## src/rtl/rtn_pkg.sv

```systemverilog
// Shared types, constants and the multiply-accumulate program of the nearest-hit block.
package rtn_pkg;

   localparam int COORD_WIDTH      = 32;
   localparam int FRAC_BITS_DEF    = 16;
   localparam int DIFF_W           = COORD_WIDTH + 1;
   localparam int OPA_W            = 2 * COORD_WIDTH + 4;
   localparam int OPB_W            = COORD_WIDTH + 2;
   localparam int DIGIT_W          = 8;
   localparam int NDIG             = (OPB_W + DIGIT_W - 1) / DIGIT_W;
   localparam int ACC_W            = 3 * COORD_WIDTH + 8;
   localparam int QUEUE_DEPTH      = 2;
   localparam int CSR_IDX_W        = 3;

   localparam logic [CSR_IDX_W-1:0] REG_ORIGIN_X = 3'd0;
   localparam logic [CSR_IDX_W-1:0] REG_ORIGIN_Y = 3'd1;
   localparam logic [CSR_IDX_W-1:0] REG_ORIGIN_Z = 3'd2;
   localparam logic [CSR_IDX_W-1:0] REG_DIR_X    = 3'd3;
   localparam logic [CSR_IDX_W-1:0] REG_DIR_Y    = 3'd4;
   localparam logic [CSR_IDX_W-1:0] REG_DIR_Z    = 3'd5;
   localparam logic [CSR_IDX_W-1:0] REG_MIN_DIST = 3'd6;

   localparam int STEP_W = 5;
   localparam logic [STEP_W-1:0] STEP_TRI_LAST  = 5'd23;
   localparam logic [STEP_W-1:0] STEP_PNT_FIRST = 5'd24;
   localparam logic [STEP_W-1:0] STEP_PNT_LAST  = 5'd26;

   // operand A sources
   localparam logic [3:0] A_E1_0 = 4'd0;
   localparam logic [3:0] A_E1_1 = 4'd1;
   localparam logic [3:0] A_E1_2 = 4'd2;
   localparam logic [3:0] A_E2_0 = 4'd3;
   localparam logic [3:0] A_E2_1 = 4'd4;
   localparam logic [3:0] A_E2_2 = 4'd5;
   localparam logic [3:0] A_P_0  = 4'd6;
   localparam logic [3:0] A_P_1  = 4'd7;
   localparam logic [3:0] A_P_2  = 4'd8;
   localparam logic [3:0] A_Q_0  = 4'd9;
   localparam logic [3:0] A_Q_1  = 4'd10;
   localparam logic [3:0] A_Q_2  = 4'd11;
   localparam logic [3:0] A_DIR_0 = 4'd12;
   localparam logic [3:0] A_DIR_1 = 4'd13;
   localparam logic [3:0] A_DIR_2 = 4'd14;

   // operand B sources
   localparam logic [3:0] B_D_0  = 4'd0;
   localparam logic [3:0] B_D_1  = 4'd1;
   localparam logic [3:0] B_D_2  = 4'd2;
   localparam logic [3:0] B_E1_0 = 4'd3;
   localparam logic [3:0] B_E1_1 = 4'd4;
   localparam logic [3:0] B_E1_2 = 4'd5;
   localparam logic [3:0] B_TV_0 = 4'd6;
   localparam logic [3:0] B_TV_1 = 4'd7;
   localparam logic [3:0] B_TV_2 = 4'd8;
   localparam logic [3:0] B_E2_0 = 4'd9;
   localparam logic [3:0] B_E2_1 = 4'd10;
   localparam logic [3:0] B_E2_2 = 4'd11;
   localparam logic [3:0] B_T    = 4'd12;

   // accumulator destinations
   localparam logic [3:0] D_P0   = 4'd0;
   localparam logic [3:0] D_P1   = 4'd1;
   localparam logic [3:0] D_P2   = 4'd2;
   localparam logic [3:0] D_Q0   = 4'd3;
   localparam logic [3:0] D_Q1   = 4'd4;
   localparam logic [3:0] D_Q2   = 4'd5;
   localparam logic [3:0] D_DET  = 4'd6;
   localparam logic [3:0] D_UN   = 4'd7;
   localparam logic [3:0] D_VN   = 4'd8;
   localparam logic [3:0] D_TN   = 4'd9;
   localparam logic [3:0] D_PT0  = 4'd10;
   localparam logic [3:0] D_PT1  = 4'd11;
   localparam logic [3:0] D_PT2  = 4'd12;
   localparam logic [3:0] D_NONE = 4'd15;

   typedef struct packed {
      logic [COORD_WIDTH-1:0] a_x;
      logic [COORD_WIDTH-1:0] a_y;
      logic [COORD_WIDTH-1:0] a_z;
      logic [COORD_WIDTH-1:0] b_x;
      logic [COORD_WIDTH-1:0] b_y;
      logic [COORD_WIDTH-1:0] b_z;
      logic [COORD_WIDTH-1:0] c_x;
      logic [COORD_WIDTH-1:0] c_y;
      logic [COORD_WIDTH-1:0] c_z;
      logic                   last_triangle;
   } req_type;

   typedef struct packed {
      logic                   hit_found;
      logic [COORD_WIDTH-2:0] hit_distance;
      logic [COORD_WIDTH-1:0] point_x;
      logic [COORD_WIDTH-1:0] point_y;
      logic [COORD_WIDTH-1:0] point_z;
   } rsp_type;

   typedef struct packed {
      logic [2:0][COORD_WIDTH-1:0] origin;
      logic [2:0][COORD_WIDTH-1:0] dir;
      logic [COORD_WIDTH-2:0]      min_dist;
   } ray_type;

   typedef struct packed {
      logic [2:0][DIFF_W-1:0] e1;
      logic [2:0][DIFF_W-1:0] e2;
      logic [2:0][DIFF_W-1:0] tv;
      logic                   last;
   } tri_type;

   typedef struct packed {
      logic [3:0] asel;
      logic [3:0] bsel;
      logic       sub;
      logic       last;
      logic [3:0] dst;
   } mac_op_type;

   function automatic mac_op_type mk_op(input logic [3:0] asel, input logic [3:0] bsel,
                                        input logic sub, input logic last,
                                        input logic [3:0] dst);
      mac_op_type o;
      o.asel = asel;
      o.bsel = bsel;
      o.sub  = sub;
      o.last = last;
      o.dst  = dst;
      return o;
   endfunction

   // p = d x e2, det = e1.p, q = tv x e1, u = tv.p, v = d.q, t = e2.q, point = dir * t
   function automatic mac_op_type mac_op(input logic [STEP_W-1:0] step);
      mac_op_type o;
      case (step)
         5'd0:  o = mk_op(A_E2_2, B_D_1, 1'b0, 1'b0, D_NONE);
         5'd1:  o = mk_op(A_E2_1, B_D_2, 1'b1, 1'b1, D_P0);
         5'd2:  o = mk_op(A_E2_0, B_D_2, 1'b0, 1'b0, D_NONE);
         5'd3:  o = mk_op(A_E2_2, B_D_0, 1'b1, 1'b1, D_P1);
         5'd4:  o = mk_op(A_E2_1, B_D_0, 1'b0, 1'b0, D_NONE);
         5'd5:  o = mk_op(A_E2_0, B_D_1, 1'b1, 1'b1, D_P2);
         5'd6:  o = mk_op(A_P_0, B_E1_0, 1'b0, 1'b0, D_NONE);
         5'd7:  o = mk_op(A_P_1, B_E1_1, 1'b0, 1'b0, D_NONE);
         5'd8:  o = mk_op(A_P_2, B_E1_2, 1'b0, 1'b1, D_DET);
         5'd9:  o = mk_op(A_E1_2, B_TV_1, 1'b0, 1'b0, D_NONE);
         5'd10: o = mk_op(A_E1_1, B_TV_2, 1'b1, 1'b1, D_Q0);
         5'd11: o = mk_op(A_E1_0, B_TV_2, 1'b0, 1'b0, D_NONE);
         5'd12: o = mk_op(A_E1_2, B_TV_0, 1'b1, 1'b1, D_Q1);
         5'd13: o = mk_op(A_E1_1, B_TV_0, 1'b0, 1'b0, D_NONE);
         5'd14: o = mk_op(A_E1_0, B_TV_1, 1'b1, 1'b1, D_Q2);
         5'd15: o = mk_op(A_P_0, B_TV_0, 1'b0, 1'b0, D_NONE);
         5'd16: o = mk_op(A_P_1, B_TV_1, 1'b0, 1'b0, D_NONE);
         5'd17: o = mk_op(A_P_2, B_TV_2, 1'b0, 1'b1, D_UN);
         5'd18: o = mk_op(A_Q_0, B_D_0, 1'b0, 1'b0, D_NONE);
         5'd19: o = mk_op(A_Q_1, B_D_1, 1'b0, 1'b0, D_NONE);
         5'd20: o = mk_op(A_Q_2, B_D_2, 1'b0, 1'b1, D_VN);
         5'd21: o = mk_op(A_Q_0, B_E2_0, 1'b0, 1'b0, D_NONE);
         5'd22: o = mk_op(A_Q_1, B_E2_1, 1'b0, 1'b0, D_NONE);
         5'd23: o = mk_op(A_Q_2, B_E2_2, 1'b0, 1'b1, D_TN);
         5'd24: o = mk_op(A_DIR_0, B_T, 1'b0, 1'b1, D_PT0);
         5'd25: o = mk_op(A_DIR_1, B_T, 1'b0, 1'b1, D_PT1);
         5'd26: o = mk_op(A_DIR_2, B_T, 1'b0, 1'b1, D_PT2);
         default: o = mk_op(A_E1_0, B_D_0, 1'b0, 1'b0, D_NONE);
      endcase
      return o;
   endfunction

endpackage

```

## src/rtl/rtn_front.sv

```systemverilog
// Front end: takes triangles, forms edge and origin vectors, queues them for the back end.
module rtn_front import rtn_pkg::*; (
   input  logic    clock,
   input  logic    reset,
   input  logic    req_valid,
   output logic    req_ready,
   input  req_type req_data,
   input  ray_type ray,
   output logic    head_valid,
   output tri_type head,
   input  logic    pop
);

   localparam int PTR_W = (QUEUE_DEPTH > 1) ? $clog2(QUEUE_DEPTH) : 1;
   localparam int CNT_W = $clog2(QUEUE_DEPTH + 1);

   tri_type            slot_ff [QUEUE_DEPTH];
   tri_type            entry;
   logic [PTR_W-1:0]   wr_ptr_ff, wr_ptr_in, rd_ptr_ff, rd_ptr_in;
   logic [CNT_W-1:0]   count_ff, count_in;
   logic               push;
   logic [2:0][COORD_WIDTH-1:0] va, vb, vc;

   assign va = {req_data.a_z, req_data.a_y, req_data.a_x};
   assign vb = {req_data.b_z, req_data.b_y, req_data.b_x};
   assign vc = {req_data.c_z, req_data.c_y, req_data.c_x};

   always_comb begin
      for (int i = 0; i < 3; i++) begin
         entry.e1[i] = DIFF_W'($signed(vb[i])) - DIFF_W'($signed(va[i]));
         entry.e2[i] = DIFF_W'($signed(vc[i])) - DIFF_W'($signed(va[i]));
         entry.tv[i] = DIFF_W'($signed(ray.origin[i])) - DIFF_W'($signed(va[i]));
      end
      entry.last = req_data.last_triangle;
   end

   assign req_ready  = (count_ff != CNT_W'(QUEUE_DEPTH));
   assign push       = req_valid && req_ready;
   assign head_valid = (count_ff != '0);
   assign head       = slot_ff[rd_ptr_ff];

   always_comb begin
      wr_ptr_in = wr_ptr_ff;
      rd_ptr_in = rd_ptr_ff;
      count_in  = count_ff;
      if (push) begin
         wr_ptr_in = (wr_ptr_ff == PTR_W'(QUEUE_DEPTH - 1)) ? '0 : wr_ptr_ff + 1'b1;
      end
      if (pop) begin
         rd_ptr_in = (rd_ptr_ff == PTR_W'(QUEUE_DEPTH - 1)) ? '0 : rd_ptr_ff + 1'b1;
      end
      if (push && !pop) begin
         count_in = count_ff + 1'b1;
      end else if (pop && !push) begin
         count_in = count_ff - 1'b1;
      end
   end

   always_ff @(posedge clock) begin
      if (reset) begin
         wr_ptr_ff <= '0;
         rd_ptr_ff <= '0;
         count_ff  <= '0;
      end else begin
         wr_ptr_ff <= wr_ptr_in;
         rd_ptr_ff <= rd_ptr_in;
         count_ff  <= count_in;
      end
   end

   always_ff @(posedge clock) begin
      if (push) begin
         slot_ff[wr_ptr_ff] <= entry;
      end
   end

endmodule

```

## config.mk

```make
export PLATFORM = sky130hd
export DESIGN_NAME = rtn_front
export DESIGN_NICKNAME = d
export VERILOG_FILES = /design/src/rtl/rtn_pkg.sv /design/src/rtl/rtn_front.sv
export SDC_FILE = /design/constraint.sdc
export NUM_CORES = 1
export LEC_CHECK = 0
export ABC_CLOCK_PERIOD_IN_PS = 20900
export BUFFER_PORTS_ARGS = -buffer_cell sky130_fd_sc_hd__buf_4
export CELL_PAD_IN_SITES_DETAIL_PLACEMENT = 0
export CELL_PAD_IN_SITES_GLOBAL_PLACEMENT = 1
export CORE_MARGIN = 2
export CORE_UTILIZATION = 30
export DETAILED_ROUTE_END_ITERATION = 10
export HOLD_SLACK_MARGIN = 0.1
export PLACE_DENSITY = 0.72
export RECOVER_POWER = 100
export SYNTH_ARGS = -nofsm -noshare
export SYNTH_HDL_FRONTEND = slang
export SYNTH_SLANG_ARGS = --single-unit
```

## constraint.sdc

```tcl
create_clock -name clock -period 20.9 [get_ports clock]
set_input_delay 2.09 -clock clock [delete_from_list [all_inputs] [get_ports clock]]
set_output_delay 2.09 -clock clock [all_outputs]
set_load 0.005 [all_outputs]
```

==> out/qor.txt, run 1 <==
status: complete, but fails checks
failing checks: capacitance limit, slew limit
Mapped Nets: 3781
Final setup viols: 0
GRT Overall Usage: 0.1878
Post-Synthesis Cells: 2967
Area Overhead vs Synth: 25.04%
final cell count without fillers: 5287
met2 routed WL: 54380 microns
DR vias: 26360
final WL: 118800 microns
Wirelength per Cell: 22.46 microns
root buffer cell: clkbuf_16
H-tree depth: 3
count of different cell masters after synthesis: 77
Num CTS Buffers: 77
most numerous cell in the Yosys netlist: edfxtp_1
register area: 0.01800 sq mm
Fmax achieved: 81.90 MHz
first-pass GRT wire length: 167700 microns
Post-CTS Resized: 0
worst hold path class: flip-flop to flip-flop
WP data required: 18810 ps
largest net degree at the start of global routing: 61
Filler cells: 11680
Detailed Place HPWL: 93460 microns
Crit Path Class: flip-flop to output pin
Post-Place Cells: 5140
Setup Fix Bufs, Post-CTS: 0
post-synthesis sequential area ratio: 0.5040
synth cell count leaders: 596 x edfxtp_1, 298 x mux2_2, 289 x ha_1
I/O pin total: 816
crit path DAT: 10120 ps
DRT antenna net count: 0
CTS tree: yes
die area: 0.1218 sq mm
CP Max Fanout: 52
Total Power: 0.004077 W
width of the die: 349 microns
drt drc: 0
Final Cell Area: 0.04465 sq mm
RSZ-0062 raised after global routing: no
relative slew slack: -1.609
max cap viols: 19
initial antenna violation count: 39
top sig layer: met5
ys async rst share: 0
TritonCTS sink count: 601
DRT iter0 DRCs: 1430
clk buf depth: 3
Post-Syn Area: 0.03571 sq mm
Starting Density: 0.3024
Primary FF master, synth: edfxtp_1
Clock Latency Late Sink: 660 ps
die height: 349 microns
Post-layout nets: 4497
Worst-path clk slew: 50 ps
final setup TNS: 0 ps
Fin. Hold Viols: 0
Static Leak: 18.18 nW
EDFF count, synth: 596
TritonRoute pass-1 iters: 6
met3 wire len: 13180 microns
FF+latch count, synth: 601
Critical Path Sink Type: output pin
dpl cell area: 0.04269 sq mm
area occupied by multi-input gates: 0.01666 sq mm
fin crit period: 12210 ps
startpoint types: flip-flop
Synth area leaders: edfxtp_1 50%, ha_1 10%, mux2_2 9.4%, xnor2_1 4.2%, a21o_1 3.2%
PD cells: 91.32 mW/mm^2
YS warnings: 0
Worst Max-Slew Pin Slew: 3913 ps
Remaining Overflow, GRT: 0
IO Port Bufs: 688
Max Clock Skew: 44.67 ps
peak supply drop: 0.06996 mV
hold buffer count at CTS: 0
number of global-route vias before repair: 25840
core area: 0.1181 sq mm
top-area cell type share of the netlist area: 0.5012
GPL Wtd Cong: 0.9039
met1 wire length: 47860 microns
final worst path period share: 0.5842
syn avg cell area: 12.04 sq um
max-slew violations: 932
leading area contributor after synthesis: edfxtp_1
layout cells sized above 1: 0.2435
Core Rows: 126
DR vias/cell: 4.985
## metrics by stage
| step | util | setup slack [ps] | hold slack (ps) |
|---|---|---|---|
| floorplan | - | 5422 | 460.8 |
| global placement | 0.3615 | 14890 | 477.8 |
| detailed placement | 0.3615 | 14890 | 492.2 |
| CTS | 0.3838 | 14470 | 498.4 |
| global route | 0.3780 | 7503 | 542.2 |
| finish | 0.3781 | 8690 | 497.8 |
## cells in the final DEF (no fill, tap or decap), types with 37 or more instances in the layout
master,n
edfxtp_1,596
buf_4,446
ha_1,289
mux2_2,237
a21oi_1,207
inv_1,193
xnor2_1,173
clkbuf_1,168
a21o_1,150
nand2_1,139
o21ai_0,135
nor2_1,131
clkbuf_4,99
xor2_1,81
clkbuf_16,78
mux2_1,61
nand3_1,47
o21a_1,44
nor2b_1,42
a31oi_1,39
nand2b_1,37
## registers in the layout, summed over array words and instances (netlist names), named ones only
signal	flops
count_ff	2
rd_ptr_ff	1
slot_ff	596
wr_ptr_ff	1
## metal layers
layer	track usage	up-vias
met5	0	-
met1	0.2211	12650
li1	-	12620
met2	0.3045	832
met4	0.04891	62
met3	0.09123	192
## critical path, cell delays in order, from the launching register on
cell and delay, ps:
dfxtp_1 1630, clkbuf_1 2160, clkbuf_1 2290, clkbuf_1 2440, mux2_2 510, clkbuf_1 350
## area by class of cell
cell class,count,area share
inverter,193,0.01623
multi-input combinational,2104,0.3732
clock inverter,55,0.01457
clock buffer,86,0.04439
timing repair buffer,706,0.1052
tap,1536,0.04304
sequential,601,0.4031
antenna,6,0.0003363
## logic make-up after synthesis
family / after synthesis / share of synthesized area
AND/OR/NAND/NOR: 513 / 0.06990
multiplexers: 301 / 0.09482
buffers and inverters: 262 / 0.02758
XOR/XNOR: 254 / 0.06230
adder cells (fa/ha/maj): 298 / 0.1063
AO/OA/AOI/OAI: 738 / 0.1351
flip-flops: 601 / 0.5040
## power by group
group          internal (W)  leakage (nW)  total, W  switching (W)
Sequential          0.00161          5.60   0.00164      0.0000368
Clock              0.000837          1.28   0.00139       0.000551
Combinational      0.000447          11.3   0.00104       0.000598
Total               0.00289          18.2   0.00408        0.00119
## worst paths after layout
path	startpoint	endpoint	slack, ps	depth (start not counted)
max	flip-flop	head[34]	8690	5
min	count_ff[1]$_SDFFE_PP0P_	count_ff[1]$_SDFFE_PP0P_	500	2
max reg2reg	count_ff[0]$_SDFFE_PP0P_	slot_ff[0][92]$_DFFE_PP_	12550	5
min reg2reg	count_ff[1]$_SDFFE_PP0P_	count_ff[1]$_SDFFE_PP0P_	500	2
(Power assumes the default switching activity.)
==> inputs of run 2 (changes only) <==
ABC_CLOCK_PERIOD_IN_PS = 11300   (was 20900)
clock period = 11.3 ns   (was 20.9 ns; I/O delays follow)
==> out/qor.txt, run 2 (same netlist as run 1, synthesis figures left out) <==
met3 wire len: 13050 microns (-0.99%)
biggest regs: slot_ff x596, count_ff x2
final setup TNS: 0 ps (unchanged)
Worst Hold Endpoint: count_ff[1]$_SDFFE_PP0P_
RSZ-0062 raised after global routing: no
first-pass GRT wire length: 167400 microns (-0.19%)
initial antenna violation count: 36 (-7.7%)
GPL Wtd Cong: 0.8844 (-2.2%)
Post-layout nets: 4492 (-0.11%)
Largest Register: slot_ff
Critical Path Sink Type: flip-flop
CP Cell Sequence: buf_4 -> nand2_1 -> nor2_1 -> buf_12 -> clkbuf_1
Worst-path clk slew: 50 ps (about the same)
TritonCTS sink count: 601 (unchanged)
Net Sw Frac: 0.2930 (+0.002203)
status: complete, but fails checks
DRT antenna net count: 0 (unchanged)
crit-path leading delay family: buffers and inverters
Fmax achieved: 146.1 MHz
Reg power frac: 0.413 (+0.010)
Crit Path Class: primary input to flip-flop
Max Clock Skew: 32.15 ps (-12.52 ps)
max cap viols: 9 (-10)
Critical R2R Capture: slot_ff[0][271]$_DFFE_PP_
Crit Reg-Reg Startpoint: count_ff[0]$_SDFFE_PP0P_
met1 wire length: 47440 microns (-0.87%)
die area: 0.1218 sq mm (unchanged)
die height: 349 microns (unchanged)
GRT Overall Usage: 0.1867 (-0.001140)
leading cell type in the layout, fill and taps excluded: edfxtp_1
peak supply drop: 0.1039 mV (+49%)
Num CTS Buffers: 75 (-2.6%)
top sig layer: met5
width of the die: 349 microns (unchanged)
Starting Density: 0.3024 (unchanged)
commonest non-fill, non-tap cells in the layout: 596 x edfxtp_1, 434 x buf_4, 289 x ha_1
Final setup viols: 0 (unchanged)
WP data required: 11350 ps (-7460 ps)
Static Leak: 18.06 nW (-0.65%)
final WL: 118200 microns (-0.44%)
Worst Max-Slew Pin Slew: 6557 ps (+2644 ps)
hold buffer count at CTS: 0 (unchanged)
slowest CP cell: clkbuf_1
Buf/Inv on CP: 3 (-1)
Core Rows: 126 (unchanged)
final worst path period share: 0.6058
H-tree depth: 3 (unchanged)
sw power: 0.002152 W (+82%)
drt drc: 0 (unchanged)
Detailed Place HPWL: 93180 microns (-0.29%)
internal power: 0.005194 W (+80%)
Total Power: 0.007346 W (+80%)
Fin. Hold Viols: 0 (unchanged)
worst slack, placed: 6231 ps (-8659 ps)
root buffer cell: clkbuf_16
met2 routed WL: 54450 microns (+0.13%)
TritonRoute pass-1 iters: 5 (-1)
worst hold path depth: 2 (unchanged)
DR vias: 26240 (-0.42%)
combinational share of power: 0.263 (+0.007)
Setup Fix Bufs, Post-CTS: 0 (unchanged)
Area Overhead vs Synth: 24.44%
slowest stage delay, CP: 4560 ps (+2120 ps)
fin crit period: 6845 ps
Remaining Overflow, GRT: 0 (unchanged)
worst hold path class: flip-flop to flip-flop
FF-to-FF path depth: 5 (unchanged)
I/O pin total: 816 (unchanged)
startpoint types: primary input
Clk network pwr share: 0.324 (-0.016)
Largest register FFs: 596 (unchanged)
largest net degree at the start of global routing: 139 (+130%)
number of global-route vias before repair: 25760 (-0.31%)
Final WS setup: 4455 ps (-4235 ps)
PD cells: 165.3 mW/mm^2 (+81%)
core area: 0.1181 sq mm (unchanged)
relative slew slack: -3.372 (-1.763)
failing checks: capacitance limit, slew limit
DRT iter0 DRCs: 1605 (+12%)
crit path DAT: 6900 ps (-3220 ps)
Wirelength per Cell: 22.41 microns (-0.25%)
clk buf depth: 3 (unchanged)
IO Port Bufs: 688 (unchanged)
DR vias/cell: 4.973 (-0.24%)
layout cells sized above 1: 0.2450 (+0.001521)
max-slew violations: 469 (-50%)
CTS tree: yes
min-delay src: count_ff[1]$_SDFFE_PP0P_
Util after Layout: 0.3763 (-0.001812)
Post-CTS Resized: 0 (unchanged)
CP Max Fanout: 138 (+170%)
flop-to-flop setup slack: 4490 ps (-8060 ps)
Clock Latency Late Sink: 650 ps (about the same)
## run 2: changes by cell type in the layout (fill, tap and decap cells not counted), moves of 3 or more
cell | previous run | this run
buf_4 | 446 | 434
bufinv_16 | 12 | 8
clkbuf_16 | 78 | 75
clkbuf_4 | 99 | 106
clkinv_1 | 17 | 14
mux2_1 | 61 | 49
mux2_2 | 237 | 249
## run 2: per-layer routing
metal,global-route usage,vias up
met3,0.08665,197
met5,0,-
met4,0.04319,52
met1,0.2202,12520
li1,-,12610
met2,0.3077,868
## run 2: worst max-delay path by stage
stage | depth (start not counted) | slack (ps) | start | to
6_report | 5 | 4450 | req_valid | slot_ff[0][271]$_DFFE_PP_
4_1_cts | 5 | 6230 | flip-flop | head[34]
5_1_grt | 5 | 3720 | count_ff[0]$_SDFFE_PP0P_ | slot_ff[0][67]$_DFFE_PP_
2_1_floorplan | 2 | 1840 | req_valid | slot_ff[0][0]$_DFFE_PP_
3_3_place_gp | 13 | 6250 | req_data[225] | slot_ff[0][262]$_DFFE_PP_
3_5_place_dp | 13 | 6230 | req_data[225] | slot_ff[0][262]$_DFFE_PP_
## run 2: power groups by stage
stage | clock network (W) | logic, W | registers (W)
2_1_floorplan | 0 | 0.00114 | 0.00312
3_3_place_gp | 0 | 0.00205 | 0.00304
3_5_place_dp | 0 | 0.00206 | 0.00306
4_1_cts | 0.00246 | 0.00207 | 0.00301
5_1_grt | 0.00254 | 0.00212 | 0.00306
6_report | 0.00238 | 0.00193 | 0.00303
## run 2: cell type report
cell class	instances	area, sq um
diodes	7	17.52
clock buffers	83	1907
clock inverters	50	506.7
fillers	11710	73650
inverters	193	724.4
multi-input cells	2104	16660
flip-flops and latches	601	18000
well taps	1536	1922
repair buffers	703	4698
## run 2: through the flow
stage	area [sq um]	hold slack [ps]	instances
global route	44420	543.2	5271
detailed placement	42700	501.9	5137
finish	44440	513.2	5277
CTS	45110	512.9	5270
floorplan	35710	460.8	2967
global placement	42700	482.0	5137
## run 2: tightest hold or removal path, cell delays in order, from the launching register on
cell     delay, ps
dfxtp_1        330
o21ai_0         70
a21oi_1         60
==> inputs of run 3 (changes only) <==
ABC_CLOCK_PERIOD_IN_PS = 5900   (was 11300)
PLACE_DENSITY = 0.74   (was 0.72)
clock period = 5.9 ns   (was 11.3 ns; I/O delays follow)
==> out/qor.txt, run 3 (same netlist as run 1, synthesis figures left out) <==
flop-to-flop setup slack: 1560 ps (-2930 ps)
Num CTS Buffers: 79 (+5.3%)
Area Overhead vs Synth: 25.59%
crit-path leading delay family: compound AO/OA/AOI/OAI gates
initial antenna violation count: 32 (-11%)
Max Clock Skew: 25.34 ps (-6.815 ps)
failing checks: capacitance limit, slew limit
min-delay src: pop
layout cells sized above 1: 0.2485 (+0.003420)
I/O pin total: 816 (unchanged)
worst hold path class: primary input to flip-flop
startpoint types: primary input
IO Port Bufs: 688 (unchanged)
H-tree depth: 3 (unchanged)
worst hold path depth: 3 (+1)
drt drc: 0 (unchanged)
final worst path period share: 0.7550
die area: 0.1218 sq mm (unchanged)
Crit Reg-Reg Startpoint: count_ff[0]$_SDFFE_PP0P_
DR vias/cell: 4.991 (+0.35%)
Critical Path Sink Type: flip-flop
Critical R2R Capture: slot_ff[0][275]$_DFFE_PP_
fin crit period: 4455 ps
biggest regs: slot_ff x596, count_ff x2
CP Cell Sequence: clkbuf_1 -> inv_1 -> ha_1 -> nor2b_1 -> o21ai_0 -> o211a_1 -> o311ai_0 -> o21ai_0 -> o21a_1 -> o21ai_0 -> a21oi_1 -> mux2i_1 -> o221ai_1
core area: 0.1181 sq mm (unchanged)
Crit Path Class: primary input to flip-flop
width of the die: 349 microns (unchanged)
largest net degree at the start of global routing: 126 (-9.4%)
Static Leak: 18.26 nW (+1.1%)
DR vias: 26400 (+0.60%)
leading cell type in the layout, fill and taps excluded: edfxtp_1
commonest non-fill, non-tap cells in the layout: 596 x edfxtp_1, 435 x buf_4, 289 x ha_1
most used cell, CP: o21ai_0
Wirelength per Cell: 22.54 microns (+0.61%)
DRT antenna net count: 0 (unchanged)
Post-layout nets: 4497 (+0.11%)
root buffer cell: clkbuf_16
GPL Wtd Cong: 0.9087 (+2.7%)
max cap viols: 5 (-4)
Core Rows: 126 (unchanged)
Largest Register: slot_ff
Remaining Overflow, GRT: 0 (unchanged)
TritonCTS sink count: 601 (unchanged)
DRT iter0 DRCs: 1494 (-6.9%)
relative slew slack: -1.586 (+1.786)
slowest stage delay, CP: 880 ps (-3680 ps)
WP data required: 6270 ps (-5080 ps)
first-pass GRT wire length: 170200 microns (+1.7%)
FF-to-FF path depth: 4 (-1)
Fmax achieved: 224.5 MHz
RSZ-0062 raised after global routing: no
Fin. Hold Viols: 0 (unchanged)
slowest CP cell: o311ai_0
Clock Latency Late Sink: 670 ps (+20 ps)
PD cells: 325.0 mW/mm^2 (+97%)
Worst Max-Slew Pin Slew: 3879 ps (-2679 ps)
Post-CTS Resized: 0 (unchanged)
Buf/Inv on CP: 2 (-1)
GRT Overall Usage: 0.1893 (+0.002575)
final WL: 119300 microns (+0.86%)
die height: 349 microns (unchanged)
clk buf depth: 3 (unchanged)
status: complete, but fails checks
peak supply drop: 0.1957 mV (+88%)
max-slew violations: 348 (-26%)
Total Power: 0.01458 W (+98%)
CTS tree: yes
CP Max Fanout: 4 (-97%)
TritonRoute pass-1 iters: 7 (+2)
Worst-path clk slew: 60 ps (about the same)
Final setup viols: 0 (unchanged)
Detailed Place HPWL: 93590 microns (+0.43%)
final setup TNS: 0 ps (unchanged)
number of global-route vias before repair: 26230 (+1.8%)
Largest register FFs: 596 (unchanged)
Filler cells: 11770 (+0.49%)
Starting Density: 0.3024 (unchanged)
crit path DAT: 4820 ps (-2080 ps)
[run 3: worst max path at each step]
stage / slack, ps / end / from / depth (start not counted)
3_3_place_gp: 1620 / slot_ff[0][229]$_DFFE_PP_ / req_data[161] / 14
6_report: 1450 / slot_ff[1][65]$_DFFE_PP_ / req_data[226] / 13
3_5_place_dp: 1640 / slot_ff[0][65]$_DFFE_PP_ / req_data[226] / 13
5_1_grt: 1120 / slot_ff[0][275]$_DFFE_PP_ / count_ff[0]$_SDFFE_PP0P_ / 4
2_1_floorplan: 340 / slot_ff[0][0]$_DFFE_PP_ / req_valid / 2
4_1_cts: 2330 / slot_ff[1][65]$_DFFE_PP_ / req_data[226] / 13
[run 3: layer usage]
metal | up-vias | wire length, microns | GRT usage
li1 | 12630 | - | -
met1 | 12730 | 48840 | 0.2306
met2 | 798 | 54870 | 0.3086
met3 | 197 | 12300 | 0.07680
met4 | 48 | 2919 | 0.04988
met5 | - | 309 | 0
[run 3: where the power goes]
part / internal, W / leakage [nW] / switching (W)
clock: 0.00304 / 1.33 / 0.00201
combinational: 0.00157 / 11.3 / 0.00213
sequential: 0.00568 / 5.60 / 0.000138
[run 3: worst register-to-register path, cell delays in order (launching register included)]
cell      delay [ps]
dfxtp_1          390
nand2b_1         160
nand2_1          110
nor2_1           310
clkbuf_2        2580
[run 3: timing repair]
| action | in CTS | in global routing |
|---|---|---|
| setup buffers | 0 | 0 |
| hold buffers | 2 | 0 |
| endpoints found under the hold margin | 7 | 0 |
[run 3: stage by stage]
| step | hold WS [ps] | instances | setup WS (ps) | util | area (sq um) |
|---|---|---|---|---|---|
| after detailed placement | 493.5 | 5136 | 1637 | 0.3620 | 42740 |
| after CTS | 149.3 | 5283 | 2335 | 0.3854 | 45500 |
| final | 216.3 | 5290 | 1445 | 0.3798 | 44850 |
| after floorplan | 460.8 | 2967 | 340.8 | - | 35720 |
| after global routing | 188.9 | 5284 | 1122 | 0.3797 | 44830 |
| after global placement | 479.7 | 5136 | 1616 | 0.3620 | 42740 |
[run 3: final cells by class]
| cell class | count | area (sq um) | area share |
|---|---|---|---|
| timing repair buffer | 704 | 4760 | 0.1061 |
| multi-input combinational | 2104 | 16680 | 0.3720 |
| sequential | 601 | 18000 | 0.4014 |
| inverter | 193 | 724.4 | 0.01615 |
| antenna | 7 | 17.52 | 0.0003906 |
| clock buffer | 88 | 2032 | 0.04531 |
| tap | 1536 | 1922 | 0.04285 |
| clock inverter | 57 | 708.2 | 0.01579 |
